--- config.mk ---
export PLATFORM = sky130hd
export DESIGN_NAME = envelope_sequence_encoder_top
export DESIGN_NICKNAME = d
export VERILOG_FILES = /design/src/sv/ese_pkg.sv /design/src/sv/ese_front.sv /design/src/sv/ese_queue.sv /design/src/sv/ese_engine.sv /design/src/sv/ese_emit.sv /design/src/sv/envelope_sequence_encoder_top.sv
export SDC_FILE = /design/constraint.sdc
export NUM_CORES = 1
export LEC_CHECK = 0
export ABC_AREA = 1
export ABC_CLOCK_PERIOD_IN_PS = 10780
export BUFFER_PORTS_ARGS = -buffer_cell sky130_fd_sc_hd__buf_2
export CAP_MARGIN = 20
export CORE_MARGIN = 2
export CORE_UTILIZATION = 41
export DETAILED_ROUTE_END_ITERATION = 16
export GPL_TIMING_DRIVEN = 0
export PLACE_DENSITY = 0.57
export SLEW_MARGIN = 20
export SYNTH_ARGS = -nofsm -noshare
export SYNTH_HDL_FRONTEND = slang
export SYNTH_HIERARCHICAL = 1
export SYNTH_SLANG_ARGS = --single-unit
--- constraint.sdc ---
create_clock -name clk -period 10.78 [get_ports clk]
set_input_delay 0.539 -clock clk [delete_from_list [all_inputs] [get_ports clk]]
set_output_delay 0.539 -clock clk [all_outputs]
set_load 0.005 [all_outputs]
--- src/sv/ese_pkg.sv ---
// Shared types and constants for the envelope sequence encoder.
// Holds the item structs, the command and event formats, and the bytecode codes.
// No dependencies.
package ese_pkg;

  localparam int MAX_BYTES   = 64;
  localparam int RESULT_CAP  = 64;
  localparam int CNT_W       = $clog2(RESULT_CAP + 1);
  localparam int QUEUE_DEPTH = 4;
  localparam int QUEUE_AW    = $clog2(QUEUE_DEPTH);

  localparam logic [8:0] MAX_POS       = 9'(MAX_BYTES);
  localparam logic [8:0] POINTER_START = 9'd1;
  localparam logic [8:0] POINTER_TOP   = 9'd511;
  localparam logic [15:0] FRAMES_TOP   = 16'hFFFF;

  localparam logic [2:0] KIND_BEGIN   = 3'd0;
  localparam logic [2:0] KIND_VALUE   = 3'd1;
  localparam logic [2:0] KIND_HOLD    = 3'd2;
  localparam logic [2:0] KIND_SWEEP   = 3'd3;
  localparam logic [2:0] KIND_LOOP    = 3'd4;
  localparam logic [2:0] KIND_RELEASE = 3'd5;
  localparam logic [2:0] KIND_FINISH  = 3'd6;

  localparam logic [1:0] ERR_NONE     = 2'd0;
  localparam logic [1:0] ERR_FULL     = 2'd1;
  localparam logic [1:0] ERR_LOOP_END = 2'd2;

  localparam logic [7:0] BYTE_VALUE_MASK = 8'h7F;
  localparam logic [7:0] BYTE_HOLD       = 8'h80;
  localparam logic [7:0] BYTE_HOLD_FULL  = 8'h8F;
  localparam logic [7:0] BYTE_JUMP       = 8'hC0;
  localparam logic [7:0] BYTE_HEADER_BEGIN = 8'h00;

  typedef enum logic [2:0] {
    OP_BEGIN,
    OP_VALUE,
    OP_HOLD,
    OP_SWEEP,
    OP_LOOP,
    OP_RELEASE,
    OP_FINISH
  } op_t;

  typedef struct packed {
    logic [2:0]        kind;
    logic signed [7:0] level;
    logic [7:0]        hold_frames;
    logic signed [7:0] sweep_end;
    logic [7:0]        sweep_steps;
  } in_item_t;

  typedef struct packed {
    logic [7:0] position;
    logic [7:0] data_byte;
    logic       last;
    logic [1:0] error;
  } out_item_t;

  typedef struct packed {
    op_t               op;
    logic signed [7:0] level;
    logic [8:0]        frames;
    logic [7:0]        steps;
    logic [7:0]        dmag;
    logic              dneg;
  } cmd_t;

  typedef struct packed {
    logic [8:0] pos;
    logic [7:0] data_byte;
    logic [1:0] error;
    logic       done;
  } event_t;

endpackage

--- src/sv/ese_front.sv ---
// Front stage: accepts input items and turns them into decoded commands.
// Depends on ese_pkg.
module ese_front (
  input  logic              clk,
  input  logic              rst_n,
  input  logic              in_valid,
  output logic              in_ready,
  input  ese_pkg::in_item_t in_data,
  output logic              cmd_valid,
  input  logic              cmd_ready,
  output ese_pkg::cmd_t     cmd_data
);

  logic          cmd_vld_r, cmd_vld_nxt;
  ese_pkg::cmd_t cmd_r, cmd_nxt;
  logic          known;
  logic [8:0]    diff;
  logic [8:0]    mag;

  assign in_ready  = !cmd_vld_r || cmd_ready;
  assign cmd_valid = cmd_vld_r;
  assign cmd_data  = cmd_r;

  always_comb begin
    diff = {in_data.sweep_end[7], in_data.sweep_end} - {in_data.level[7], in_data.level};
    mag  = diff[8] ? (9'd0 - diff) : diff;
    known = 1'b1;
    cmd_nxt.op     = ese_pkg::OP_BEGIN;
    cmd_nxt.level  = in_data.level;
    cmd_nxt.frames = {1'b0, in_data.hold_frames} + 9'd1;
    cmd_nxt.steps  = in_data.sweep_steps;
    cmd_nxt.dmag   = mag[7:0];
    cmd_nxt.dneg   = diff[8];
    case (in_data.kind)
      ese_pkg::KIND_BEGIN:   cmd_nxt.op = ese_pkg::OP_BEGIN;
      ese_pkg::KIND_VALUE:   cmd_nxt.op = ese_pkg::OP_VALUE;
      ese_pkg::KIND_HOLD:    cmd_nxt.op = ese_pkg::OP_HOLD;
      ese_pkg::KIND_SWEEP:   cmd_nxt.op = ese_pkg::OP_SWEEP;
      ese_pkg::KIND_LOOP:    cmd_nxt.op = ese_pkg::OP_LOOP;
      ese_pkg::KIND_RELEASE: cmd_nxt.op = ese_pkg::OP_RELEASE;
      ese_pkg::KIND_FINISH:  cmd_nxt.op = ese_pkg::OP_FINISH;
      default:               known = 1'b0;
    endcase
    cmd_vld_nxt = cmd_vld_r;
    if (in_valid && in_ready) begin
      cmd_vld_nxt = known;
    end else if (cmd_ready) begin
      cmd_vld_nxt = 1'b0;
    end
  end

  always_ff @(posedge clk) begin
    if (!rst_n) begin
      cmd_vld_r <= 1'b0;
    end else begin
      cmd_vld_r <= cmd_vld_nxt;
    end
  end

  always_ff @(posedge clk) begin
    if (in_valid && in_ready) begin
      cmd_r <= cmd_nxt;
    end
  end

endmodule

--- src/sv/ese_queue.sv ---
// Short command queue between the front stage and the sequencer.
// Depends on ese_pkg.
module ese_queue (
  input  logic          clk,
  input  logic          rst_n,
  input  logic          wr_valid,
  output logic          wr_ready,
  input  ese_pkg::cmd_t wr_data,
  output logic          rd_valid,
  input  logic          rd_ready,
  output ese_pkg::cmd_t rd_data
);

  ese_pkg::cmd_t                 mem_r [ese_pkg::QUEUE_DEPTH];
  logic [ese_pkg::QUEUE_AW-1:0]  wr_ptr_r, wr_ptr_nxt;
  logic [ese_pkg::QUEUE_AW-1:0]  rd_ptr_r, rd_ptr_nxt;
  logic [ese_pkg::QUEUE_AW:0]    count_r, count_nxt;
  logic                          push, pop;

  assign wr_ready = count_r != (ese_pkg::QUEUE_AW + 1)'(ese_pkg::QUEUE_DEPTH);
  assign rd_valid = count_r != '0;
  assign rd_data  = mem_r[rd_ptr_r];
  assign push     = wr_valid && wr_ready;
  assign pop      = rd_valid && rd_ready;

  always_comb begin
    wr_ptr_nxt = wr_ptr_r;
    rd_ptr_nxt = rd_ptr_r;
    count_nxt  = count_r;
    if (push) begin
      wr_ptr_nxt = (wr_ptr_r == ese_pkg::QUEUE_AW'(ese_pkg::QUEUE_DEPTH - 1)) ? '0 :
                   wr_ptr_r + 1'b1;
    end
    if (pop) begin
      rd_ptr_nxt = (rd_ptr_r == ese_pkg::QUEUE_AW'(ese_pkg::QUEUE_DEPTH - 1)) ? '0 :
                   rd_ptr_r + 1'b1;
    end
    if (push && !pop) begin
      count_nxt = count_r + 1'b1;
    end else if (pop && !push) begin
      count_nxt = count_r - 1'b1;
    end
  end

  always_ff @(posedge clk) begin
    if (!rst_n) begin
      wr_ptr_r <= '0;
      rd_ptr_r <= '0;
      count_r  <= '0;
    end else begin
      wr_ptr_r <= wr_ptr_nxt;
      rd_ptr_r <= rd_ptr_nxt;
      count_r  <= count_nxt;
    end
  end

  always_ff @(posedge clk) begin
    if (push) begin
      mem_r[wr_ptr_r] <= wr_data;
    end
  end

endmodule

--- src/sv/ese_engine.sv ---
// Sequencer that carries out one command at a time and produces byte writes.
// Owns the encoder state, the run-length coder and the sweep divider and stepper.
// Depends on ese_pkg.
module ese_engine (
  input  logic            clk,
  input  logic            rst_n,
  input  logic            cmd_valid,
  output logic            cmd_ready,
  input  ese_pkg::cmd_t   cmd_data,
  output logic            ev_valid,
  input  logic            ev_ready,
  output ese_pkg::event_t ev
);

  typedef enum logic [9:0] {
    ST_IDLE   = 10'b0000000001,
    ST_VAL    = 10'b0000000010,
    ST_HOLD   = 10'b0000000100,
    ST_MARK   = 10'b0000001000,
    ST_JUMP   = 10'b0000010000,
    ST_HDR    = 10'b0000100000,
    ST_SWDIV  = 10'b0001000000,
    ST_SWSTEP = 10'b0010000000,
    ST_SWLAST = 10'b0100000000,
    ST_END    = 10'b1000000000
  } state_t;

  state_t            state_r, state_nxt;
  state_t            ret_r, ret_nxt;
  state_t            tgt;
  ese_pkg::cmd_t     cmd_r, cmd_nxt;
  logic [8:0]        wp_r, wp_nxt;
  logic [15:0]       pend_r, pend_nxt;
  logic signed [7:0] prev_r, prev_nxt;
  logic              prev_vld_r, prev_vld_nxt;
  logic [8:0]        nmark_r, nmark_nxt;
  logic              nmark_vld_r, nmark_vld_nxt;
  logic [8:0]        rmark_r, rmark_nxt;
  logic              rmark_vld_r, rmark_vld_nxt;
  logic              in_rel_r, in_rel_nxt;
  logic [15:0]       run_r, run_nxt;
  logic [7:0]        num_r, num_nxt;
  logic [8:0]        rem_r, rem_nxt;
  logic [2:0]        div_cnt_r, div_cnt_nxt;
  logic [7:0]        q_r, q_nxt;
  logic [7:0]        racc_r, racc_nxt;
  logic [7:0]        i_r, i_nxt;
  logic signed [7:0] now_r, now_nxt;
  logic [7:0]        scnt_r, scnt_nxt;

  logic              adv;
  logic              wp_adv;
  logic              do_flush;
  logic [8:0]        add_n;
  logic [16:0]       psum;
  logic [8:0]        rem_sh;
  logic              ge;
  logic [9:0]        t_w;
  logic [7:0]        t8;
  logic [8:0]        rsum;
  logic              carry;
  logic [8:0]        q_sum;
  logic              use_rel;
  logic              mvld;
  logic [8:0]        mark;
  logic [8:0]        wm1;
  state_t            step_tgt;

  assign adv = !ev_valid || ev_ready;

  always_comb begin
    state_nxt     = state_r;
    ret_nxt       = ret_r;
    tgt           = ST_END;
    cmd_nxt       = cmd_r;
    wp_nxt        = wp_r;
    pend_nxt      = pend_r;
    prev_nxt      = prev_r;
    prev_vld_nxt  = prev_vld_r;
    nmark_nxt     = nmark_r;
    nmark_vld_nxt = nmark_vld_r;
    rmark_nxt     = rmark_r;
    rmark_vld_nxt = rmark_vld_r;
    in_rel_nxt    = in_rel_r;
    run_nxt       = run_r;
    num_nxt       = num_r;
    rem_nxt       = rem_r;
    div_cnt_nxt   = div_cnt_r;
    q_nxt         = q_r;
    racc_nxt      = racc_r;
    i_nxt         = i_r;
    now_nxt       = now_r;
    scnt_nxt      = scnt_r;
    cmd_ready     = 1'b0;
    ev_valid      = 1'b0;
    ev.pos        = wp_r;
    ev.data_byte  = '0;
    ev.error      = ese_pkg::ERR_NONE;
    ev.done       = 1'b0;
    wp_adv        = 1'b0;
    do_flush      = 1'b0;

    add_n = (cmd_data.op == ese_pkg::OP_VALUE) ? 9'd1 : cmd_data.frames;
    psum  = {1'b0, pend_r} + {8'd0, add_n};

    rem_sh = {rem_r[7:0], num_r[7]};
    ge     = rem_sh >= {1'b0, cmd_r.steps};

    t_w   = {{2{cmd_r.level[7]}}, cmd_r.level} +
            (cmd_r.dneg ? (10'd0 - {2'b0, q_r}) : {2'b0, q_r});
    t8    = t_w[7:0];
    rsum  = {1'b0, racc_r} + {1'b0, rem_r[7:0]};
    carry = rsum >= {1'b0, cmd_r.steps};
    q_sum = {1'b0, q_r} + {1'b0, num_r} + {8'd0, carry};
    step_tgt = (i_r == cmd_r.steps - 8'd1) ? ST_SWLAST : ST_SWSTEP;

    use_rel = (cmd_r.op == ese_pkg::OP_FINISH) && in_rel_r;
    mvld    = use_rel ? rmark_vld_r : nmark_vld_r;
    mark    = use_rel ? rmark_r : nmark_r;
    wm1     = wp_r - 9'd1;

    case (state_r)
      ST_IDLE: begin
        if (cmd_valid) begin
          cmd_ready = 1'b1;
          cmd_nxt   = cmd_data;
          do_flush  = 1'b1;
          case (cmd_data.op)
            ese_pkg::OP_BEGIN: begin
              wp_nxt        = ese_pkg::POINTER_START;
              pend_nxt      = '0;
              prev_vld_nxt  = 1'b0;
              nmark_vld_nxt = 1'b0;
              rmark_vld_nxt = 1'b0;
              in_rel_nxt    = 1'b0;
              do_flush      = 1'b0;
              tgt           = ST_HDR;
            end
            ese_pkg::OP_VALUE: begin
              if (prev_vld_r && prev_r == cmd_data.level) begin
                pend_nxt = psum[16] ? ese_pkg::FRAMES_TOP : psum[15:0];
                do_flush = 1'b0;
                tgt      = ST_END;
              end else begin
                prev_nxt     = cmd_data.level;
                prev_vld_nxt = 1'b1;
                tgt          = ST_VAL;
              end
            end
            ese_pkg::OP_HOLD: begin
              pend_nxt = psum[16] ? ese_pkg::FRAMES_TOP : psum[15:0];
              do_flush = 1'b0;
              tgt      = ST_END;
            end
            ese_pkg::OP_SWEEP: begin
              num_nxt     = cmd_data.dmag;
              rem_nxt     = '0;
              div_cnt_nxt = '0;
              now_nxt     = '0;
              scnt_nxt    = '0;
              tgt         = (cmd_data.steps == 8'd0) ? ST_SWLAST : ST_SWDIV;
            end
            ese_pkg::OP_LOOP: begin
              prev_vld_nxt = 1'b0;
              tgt          = ST_MARK;
            end
            ese_pkg::OP_RELEASE, ese_pkg::OP_FINISH: begin
              prev_vld_nxt = 1'b0;
              tgt          = ST_JUMP;
            end
            default: begin
              do_flush = 1'b0;
              tgt      = ST_END;
            end
          endcase
          if (do_flush && pend_r != 16'd0) begin
            run_nxt   = pend_r - 16'd1;
            pend_nxt  = '0;
            ret_nxt   = tgt;
            state_nxt = ST_HOLD;
          end else begin
            state_nxt = tgt;
          end
        end
      end
      ST_HOLD: begin
        ev_valid = 1'b1;
        wp_adv   = 1'b1;
        if (run_r > 16'd15) begin
          ev.data_byte = ese_pkg::BYTE_HOLD_FULL;
          run_nxt      = run_r - 16'd16;
        end else begin
          ev.data_byte = ese_pkg::BYTE_HOLD | {4'd0, run_r[3:0]};
          state_nxt    = ret_r;
        end
      end
      ST_VAL: begin
        ev_valid     = 1'b1;
        wp_adv       = 1'b1;
        ev.data_byte = cmd_r.level & ese_pkg::BYTE_VALUE_MASK;
        state_nxt    = ST_END;
      end
      ST_MARK: begin
        if (!in_rel_r) begin
          nmark_nxt     = wp_r;
          nmark_vld_nxt = 1'b1;
        end else begin
          rmark_nxt     = wp_r;
          rmark_vld_nxt = 1'b1;
        end
        state_nxt = ST_END;
      end
      ST_JUMP: begin
        ev_valid = 1'b1;
        wp_adv   = 1'b1;
        if (!mvld) begin
          ev.data_byte = wm1[7:0] | ese_pkg::BYTE_JUMP;
        end else begin
          ev.data_byte = mark[7:0] | ese_pkg::BYTE_JUMP;
          ev.error     = (nmark_vld_r && wp_r == nmark_r) ? ese_pkg::ERR_LOOP_END :
                         ese_pkg::ERR_NONE;
        end
        state_nxt = (cmd_r.op == ese_pkg::OP_RELEASE) ? ST_HDR : ST_END;
      end
      ST_HDR: begin
        ev_valid     = 1'b1;
        ev.pos       = '0;
        ev.data_byte = (cmd_r.op == ese_pkg::OP_BEGIN) ? ese_pkg::BYTE_HEADER_BEGIN :
                       wp_r[7:0];
        if (cmd_r.op == ese_pkg::OP_RELEASE) begin
          in_rel_nxt = 1'b1;
        end
        state_nxt = ST_END;
      end
      ST_SWDIV: begin
        rem_nxt     = ge ? (rem_sh - {1'b0, cmd_r.steps}) : rem_sh;
        num_nxt     = {num_r[6:0], ge};
        div_cnt_nxt = div_cnt_r + 3'd1;
        if (div_cnt_r == 3'd7) begin
          q_nxt     = '0;
          racc_nxt  = '0;
          i_nxt     = '0;
          state_nxt = ST_SWSTEP;
        end
      end
      ST_SWSTEP: begin
        i_nxt     = i_r + 8'd1;
        q_nxt     = q_sum[7:0];
        racc_nxt  = carry ? 8'(rsum - {1'b0, cmd_r.steps}) : rsum[7:0];
        state_nxt = step_tgt;
        if (i_r == 8'd0) begin
          now_nxt  = t8;
          scnt_nxt = '0;
        end else if (t8 != now_r) begin
          ev_valid     = 1'b1;
          wp_adv       = 1'b1;
          ev.data_byte = now_r & ese_pkg::BYTE_VALUE_MASK;
          now_nxt      = t8;
          scnt_nxt     = '0;
          if (scnt_r != 8'd0) begin
            run_nxt   = {8'd0, scnt_r - 8'd1};
            ret_nxt   = step_tgt;
            state_nxt = ST_HOLD;
          end
        end else begin
          scnt_nxt = scnt_r + 8'd1;
        end
      end
      ST_SWLAST: begin
        ev_valid     = 1'b1;
        wp_adv       = 1'b1;
        ev.data_byte = now_r & ese_pkg::BYTE_VALUE_MASK;
        prev_nxt     = now_r;
        prev_vld_nxt = 1'b1;
        if (scnt_r != 8'd0) begin
          run_nxt   = {8'd0, scnt_r - 8'd1};
          ret_nxt   = ST_END;
          state_nxt = ST_HOLD;
        end else begin
          state_nxt = ST_END;
        end
      end
      ST_END: begin
        ev_valid  = 1'b1;
        ev.pos    = '0;
        ev.done   = 1'b1;
        state_nxt = ST_IDLE;
      end
      default: begin
        state_nxt = ST_IDLE;
      end
    endcase

    if (wp_adv && wp_r != ese_pkg::POINTER_TOP) begin
      wp_nxt = wp_r + 9'd1;
    end
  end

  always_ff @(posedge clk) begin
    if (!rst_n) begin
      state_r     <= ST_IDLE;
      ret_r       <= ST_END;
      wp_r        <= ese_pkg::POINTER_START;
      pend_r      <= '0;
      prev_vld_r  <= 1'b0;
      nmark_vld_r <= 1'b0;
      rmark_vld_r <= 1'b0;
      in_rel_r    <= 1'b0;
    end else if (adv) begin
      state_r     <= state_nxt;
      ret_r       <= ret_nxt;
      wp_r        <= wp_nxt;
      pend_r      <= pend_nxt;
      prev_vld_r  <= prev_vld_nxt;
      nmark_vld_r <= nmark_vld_nxt;
      rmark_vld_r <= rmark_vld_nxt;
      in_rel_r    <= in_rel_nxt;
    end
  end

  always_ff @(posedge clk) begin
    if (adv) begin
      cmd_r     <= cmd_nxt;
      prev_r    <= prev_nxt;
      nmark_r   <= nmark_nxt;
      rmark_r   <= rmark_nxt;
      run_r     <= run_nxt;
      num_r     <= num_nxt;
      rem_r     <= rem_nxt;
      div_cnt_r <= div_cnt_nxt;
      q_r       <= q_nxt;
      racc_r    <= racc_nxt;
      i_r       <= i_nxt;
      now_r     <= now_nxt;
      scnt_r    <= scnt_nxt;
    end
  end

`ifndef SYNTH
  // The write pointer starts at one and saturates, so it never reaches the header slot.
  a_wp_nonzero: assert property (@(posedge clk) disable iff (!rst_n)
    wp_r != 9'd0)
    else $error("write pointer reached zero");

  // The running remainder of the sweep stepper stays below the step count.
  a_racc_bound: assert property (@(posedge clk) disable iff (!rst_n)
    (state_r == ST_SWSTEP) |-> (racc_r < cmd_r.steps))
    else $error("sweep remainder out of range");
`endif

endmodule

--- src/sv/ese_emit.sv ---
// Result stage: applies the store-full and per-item result limits, marks the
// final result of each item and holds results in an output register.
// Depends on ese_pkg.
module ese_emit (
  input  logic               clk,
  input  logic               rst_n,
  input  logic               ev_valid,
  output logic               ev_ready,
  input  ese_pkg::event_t    ev,
  output logic               out_valid,
  input  logic               out_ready,
  output ese_pkg::out_item_t out_data
);

  logic                      out_vld_r, out_vld_nxt;
  ese_pkg::out_item_t        out_r, out_nxt;
  logic                      pend_vld_r, pend_vld_nxt;
  ese_pkg::out_item_t        pend_r, pend_nxt;
  logic [ese_pkg::CNT_W-1:0] cnt_r, cnt_nxt;
  logic                      drop_r, drop_nxt;
  logic                      out_free;
  logic                      take;
  logic                      full;
  ese_pkg::out_item_t        res;

  assign out_free  = !out_vld_r || out_ready;
  assign ev_ready  = out_free;
  assign take      = ev_valid && out_free;
  assign out_valid = out_vld_r;
  assign out_data  = out_r;

  always_comb begin
    out_vld_nxt  = out_vld_r;
    out_nxt      = out_r;
    pend_vld_nxt = pend_vld_r;
    pend_nxt     = pend_r;
    cnt_nxt      = cnt_r;
    drop_nxt     = drop_r;
    full          = ev.pos >= ese_pkg::MAX_POS;
    res.position  = ev.pos[7:0];
    res.data_byte = ev.data_byte;
    res.last      = 1'b0;
    res.error     = full ? ese_pkg::ERR_FULL : ev.error;
    if (out_vld_r && out_ready) begin
      out_vld_nxt = 1'b0;
    end
    if (take) begin
      if (ev.done) begin
        if (pend_vld_r) begin
          out_nxt      = pend_r;
          out_nxt.last = 1'b1;
          out_vld_nxt  = 1'b1;
          pend_vld_nxt = 1'b0;
        end
        cnt_nxt  = '0;
        drop_nxt = 1'b0;
      end else begin
        if (full) begin
          drop_nxt = 1'b1;
        end
        if (!full || !drop_r) begin
          if (cnt_r < ese_pkg::CNT_W'(ese_pkg::RESULT_CAP)) begin
            if (pend_vld_r) begin
              out_nxt     = pend_r;
              out_vld_nxt = 1'b1;
            end
            pend_nxt     = res;
            pend_vld_nxt = 1'b1;
            cnt_nxt      = cnt_r + 1'b1;
          end else begin
            pend_nxt.error = ese_pkg::ERR_FULL;
          end
        end
      end
    end
  end

  always_ff @(posedge clk) begin
    if (!rst_n) begin
      out_vld_r  <= 1'b0;
      pend_vld_r <= 1'b0;
      cnt_r      <= '0;
      drop_r     <= 1'b0;
    end else begin
      out_vld_r  <= out_vld_nxt;
      pend_vld_r <= pend_vld_nxt;
      cnt_r      <= cnt_nxt;
      drop_r     <= drop_nxt;
    end
  end

  always_ff @(posedge clk) begin
    out_r  <= out_nxt;
    pend_r <= pend_nxt;
  end

`ifndef SYNTH
  // A held-back result is always counted against the current item.
  a_pend_counted: assert property (@(posedge clk) disable iff (!rst_n)
    pend_vld_r |-> (cnt_r != '0))
    else $error("held result without count");

  // The per-item result count never passes the limit.
  a_cnt_cap: assert property (@(posedge clk) disable iff (!rst_n)
    cnt_r <= ese_pkg::CNT_W'(ese_pkg::RESULT_CAP))
    else $error("result count above limit");
`endif

endmodule

--- src/sv/envelope_sequence_encoder_top.sv ---
// Top level of the envelope sequence encoder.
// Depends on ese_pkg, ese_front, ese_queue, ese_engine and ese_emit.
//
// The front stage takes one item per cycle into a four-entry command queue when
// the queue has room; the sequencer behind it handles one command at a time. A
// command passes through dispatch, its byte writes and wrap-up (hold bytes cover
// up to 16 frames each), and a loop mark records its position in a state of its
// own. A sweep first runs its divider and then steps, and a value byte written
// where the level changes shares the cycle of its step; a sweep of zero steps
// skips both. The result register delivers at most one result per cycle, and a
// stalled result side holds the sequencer. There is no clearing pass after reset.
module envelope_sequence_encoder_top (
  input  logic               clk,
  input  logic               rst_n,
  input  logic               in_valid,
  output logic               in_ready,
  input  ese_pkg::in_item_t  in_data,
  output logic               out_valid,
  input  logic               out_ready,
  output ese_pkg::out_item_t out_data
);

  logic            f_valid, f_ready;
  ese_pkg::cmd_t   f_cmd;
  logic            q_valid, q_ready;
  ese_pkg::cmd_t   q_cmd;
  logic            ev_valid, ev_ready;
  ese_pkg::event_t ev;

  ese_front u_front (
    .clk       (clk),
    .rst_n     (rst_n),
    .in_valid  (in_valid),
    .in_ready  (in_ready),
    .in_data   (in_data),
    .cmd_valid (f_valid),
    .cmd_ready (f_ready),
    .cmd_data  (f_cmd)
  );

  ese_queue u_queue (
    .clk      (clk),
    .rst_n    (rst_n),
    .wr_valid (f_valid),
    .wr_ready (f_ready),
    .wr_data  (f_cmd),
    .rd_valid (q_valid),
    .rd_ready (q_ready),
    .rd_data  (q_cmd)
  );

  ese_engine u_engine (
    .clk       (clk),
    .rst_n     (rst_n),
    .cmd_valid (q_valid),
    .cmd_ready (q_ready),
    .cmd_data  (q_cmd),
    .ev_valid  (ev_valid),
    .ev_ready  (ev_ready),
    .ev        (ev)
  );

  ese_emit u_emit (
    .clk       (clk),
    .rst_n     (rst_n),
    .ev_valid  (ev_valid),
    .ev_ready  (ev_ready),
    .ev        (ev),
    .out_valid (out_valid),
    .out_ready (out_ready),
    .out_data  (out_data)
  );

endmodule
==> results.json <==
{
  "reg2reg_slack_ps": 5570,
  "firstDrtPassIters": 5,
  "rsz0062_at_grt": "false",
  "cp_slowest_cell": "edfxtp_1",
  "crit_top_cell": "nand2_1",
  "syn-cell-area_um2": 21500,
  "required_ps": 11130,
  "tritoncts": "yes",
  "clkSinkCount": 407,
  "wl_um": 52200,
  "fp-row-count": 84,
  "relSlewSlack_pct": 22.3,
  "dp_hpwl_um": 38800,
  "layout.cells.most_common": "nand2_1",
  "met1_usage_pct": 26.2,
  "grt_max_degree": 25,
  "layout_common_cells": "409 x nand2_1, 340 x edfxtp_1, 274 x nor2_1, 268 x inv_1, 134 x o21ai_0",
  "met3_usage_pct": 2.33,
  "final_hold_viol_count": 0,
  "layout_setup_ws_ps": 5570,
  "end_kind": "flip-flop",
  "ioPinCount": 60,
  "track_usage_pct": 19.4,
  "crit_fanout": 10,
  "reg2reg_to": "u_engine/q_r[6]",
  "ant_nets": 0,
  "startpoint": "u_engine/rem_r[0]",
  "path_delay_family": "adder cells",
  "drive_above_1_share_pct": 11.4,
  "portBuffers": 59,
  "die-width_um": 233,
  "post_cts_buffers": 0,
  "ir_worst_vdd_mv": 0.134,
  "final_area_um2": 24500,
  "grt_remaining_overflow": 0,
  "drv_cap": 0,
  "avgRoutedWirePerCell_um": 16.8,
  "place_area_um2": 22900,
  "async_flop_share_pct": 0,
  "viasPerCell": 5.18,
  "grt_pass1_vias": 15400,
  "vias": 16100,
  "fin_crit_ps": 5210,
  "htreeDepth": 2,
  "synth_nets": 2402,
  "ys.flop_type": "edfxtp_1",
  "ys_seq_elements": 407,
  "slew_viol_final": 0,
  "die-area_um2": 54400,
  "fin_nets": 2514,
  "remaining_drc_errors": 0,
  "crit_chain": "ha_1 -> fa_1 -> a31oi_1 -> xor2_1 -> inv_1 -> ha_1 -> a21oi_1 -> o21ai_0 -> a21oi_1 -> o21bai_1 -> nand2_1 -> nand3_1 -> buf_2 -> fa_1 -> fa_1 -> nand2_1 -> a21boi_0 -> o21ai_0 -> nand2_1 -> a21oi_1 -> nand2_1 -> nand2_1 -> nor2_1",
  "status": "finished, final reports clean",
  "initial_utilization_pct": 41.2,
  "core-area_um2": 52200,
  "startpoint_type": "flip-flop",
  "min_period_over_period_pct": 48.3,
  "setup_viol": 0,
  "hp-start": "in_data[2]",
  "syn2layout_area_growth_pct": 13.5,
  "yosysSeqAreaShare_pct": 53.6,
  "grt_pass1_wl_um": 83100,
  "grt_busiest_layer": "met2",
  "synth_edf_count": 340,
  "met2_usage_pct": 32.7,
  "place_congestion": 0.879,
  "tns_ps": 0,
  "cts_buffers": 46,
  "preCtsSetupSlack_ps": 5680,
  "worstSetupPathType": "flip-flop to flip-flop",
  "clk_pin_slew_ps": 60,
  "synth_area_per_cell_um2": 9.47,
  "r2r_start": "u_engine/rem_r[0]",
  "antenna_found_initial": 1,
  "yosysUniqueCellTypes": 74,
  "die_y_um": 233,
  "drt_iter0_drc": 1131,
  "r2r_cells": 23,
  "holdCritPathClass": "primary input to flip-flop",
  "whs_ps": 108,
  "fmax_mhz": 192,
  "slowest_delay_ps": 480,
  "p_leak_nw": 9.92,
  "ys_warn_count": 6,
  "cts_resized": 0,
  "min_to": "u_front/cmd_data[11]",
  "fin_skew_ps": 28.3,
  "antenna_cells": 0,
  "clk_latency_ps": 610,
  "clock_path_buffers": 3,
  "worstMarginPinSlew_ps": 1160,
  "p_per_area_nw_per_um2": 280,
  "synthCells": 2276,
  "total_power_mw": 6.85,
  "cts_root_buffer": "clkbuf_16",
  "critPathBufInv": 2,
  "crit_arrival_ps": 5560,
  "ctsHoldBuffers": 0,
  "whs_path_depth": 1
}
-- per-layer routing --
layer  wire, um  part of all wire, %  up-vias
li1           -                    -     8029
met5          0                    0        -
met3       2290                  4.4       76
met1      24000                   46     7637
met2      24800                   47      392
met4       1130                  2.2        0
-- flip-flops by register name, summed over array words and instances, names as in the netlist, 9 cells and up, named ones only --
name	cells
u_emit/out_data	19
u_emit/pend_r	18
u_engine/cmd_r	20
u_engine/nmark_r	9
u_engine/pend_r	16
u_engine/run_r	16
u_engine/state_r	10
u_engine/wp_r	9
u_front/cmd_data	37
u_queue/mem_r	148
-- report_power, final --
group	total, mW	switching [mW]	internal (mW)	leakage [nW]
combinational	2.91	1.93	0.974	5.54
clock	1.60	0.654	0.948	0.743
sequential	2.34	0.214	2.12	3.64
-- kinds of logic (layout without fill, tap and decap cells) --
| group | count (synthesis) | count (layout) | synth area share (%) |
|---|---|---|---|
| and+or+nand+nor | 961 | 961 | 20.6 |
| DFF | 407 | 407 | 53.6 |
| AOI/OAI and AO/OA | 392 | 392 | 10.5 |
| buffers and inverters | 347 | 496 | 6.56 |
| adders and majority gates | 87 | 87 | 5.37 |
| xor gates and xnor gates | 81 | 81 | 3.36 |
| other | 1 | 1 | 0.0174 |
-- per-stage QoR --
step / utilization (%) / instances
2_1_floorplan: - / 2276
3_3_place_gp: 43.5 / 3023
3_5_place_dp: 43.8 / 3028
4_1_cts: 46.8 / 3113
5_1_grt: 46.8 / 3113
6_report: 46.8 / 3113
-- cells in the mapped netlist (9+ instances only) --
cell type / instances / area (um^2)
nand2_1: 409 / 1540
o22ai_1: 49 / 307
dfxtp_1: 67 / 1340
a21oi_1: 102 / 510
edfxtp_1: 340 / 10200
a31oi_1: 12 / 75.1
buf_6: 10 / 113
nand2_2: 15 / 93.8
ha_1: 78 / 976
nor4_1: 13 / 81.3
inv_1: 268 / 1010
nand2_4: 9 / 101
fa_1: 9 / 180
nand3_2: 10 / 100
o21ai_0: 134 / 671
xnor2_1: 29 / 254
o21ai_1: 37 / 185
nand3_1: 100 / 500
nand4_1: 35 / 219
clkbuf_1: 23 / 86.3
xor2_1: 51 / 447
nor3_1: 30 / 150
inv_2: 26 / 97.6
nor2_1: 279 / 1050
-- layout make-up --
class	instances	area (um^2)
buffer	47	282
sequential	407	11600
clock buffer	57	1200
clock inverter	28	367
inverter	300	1130
multi-input combinational	1522	8640
timing repair buffer	64	418
fill	4913	27800
tap	688	861
-- worst max path at each step --
stage / end / cells after the start
floorplan: u_engine/q_r[6] / 23
global placement: u_engine/rem_r[7] / 22
detailed placement: u_engine/q_r[6] / 23
CTS: u_engine/q_r[6] / 23
global route: u_engine/q_r[6] / 23
finish: u_engine/q_r[6] / 23
Power figures use the tool's default switching activity.
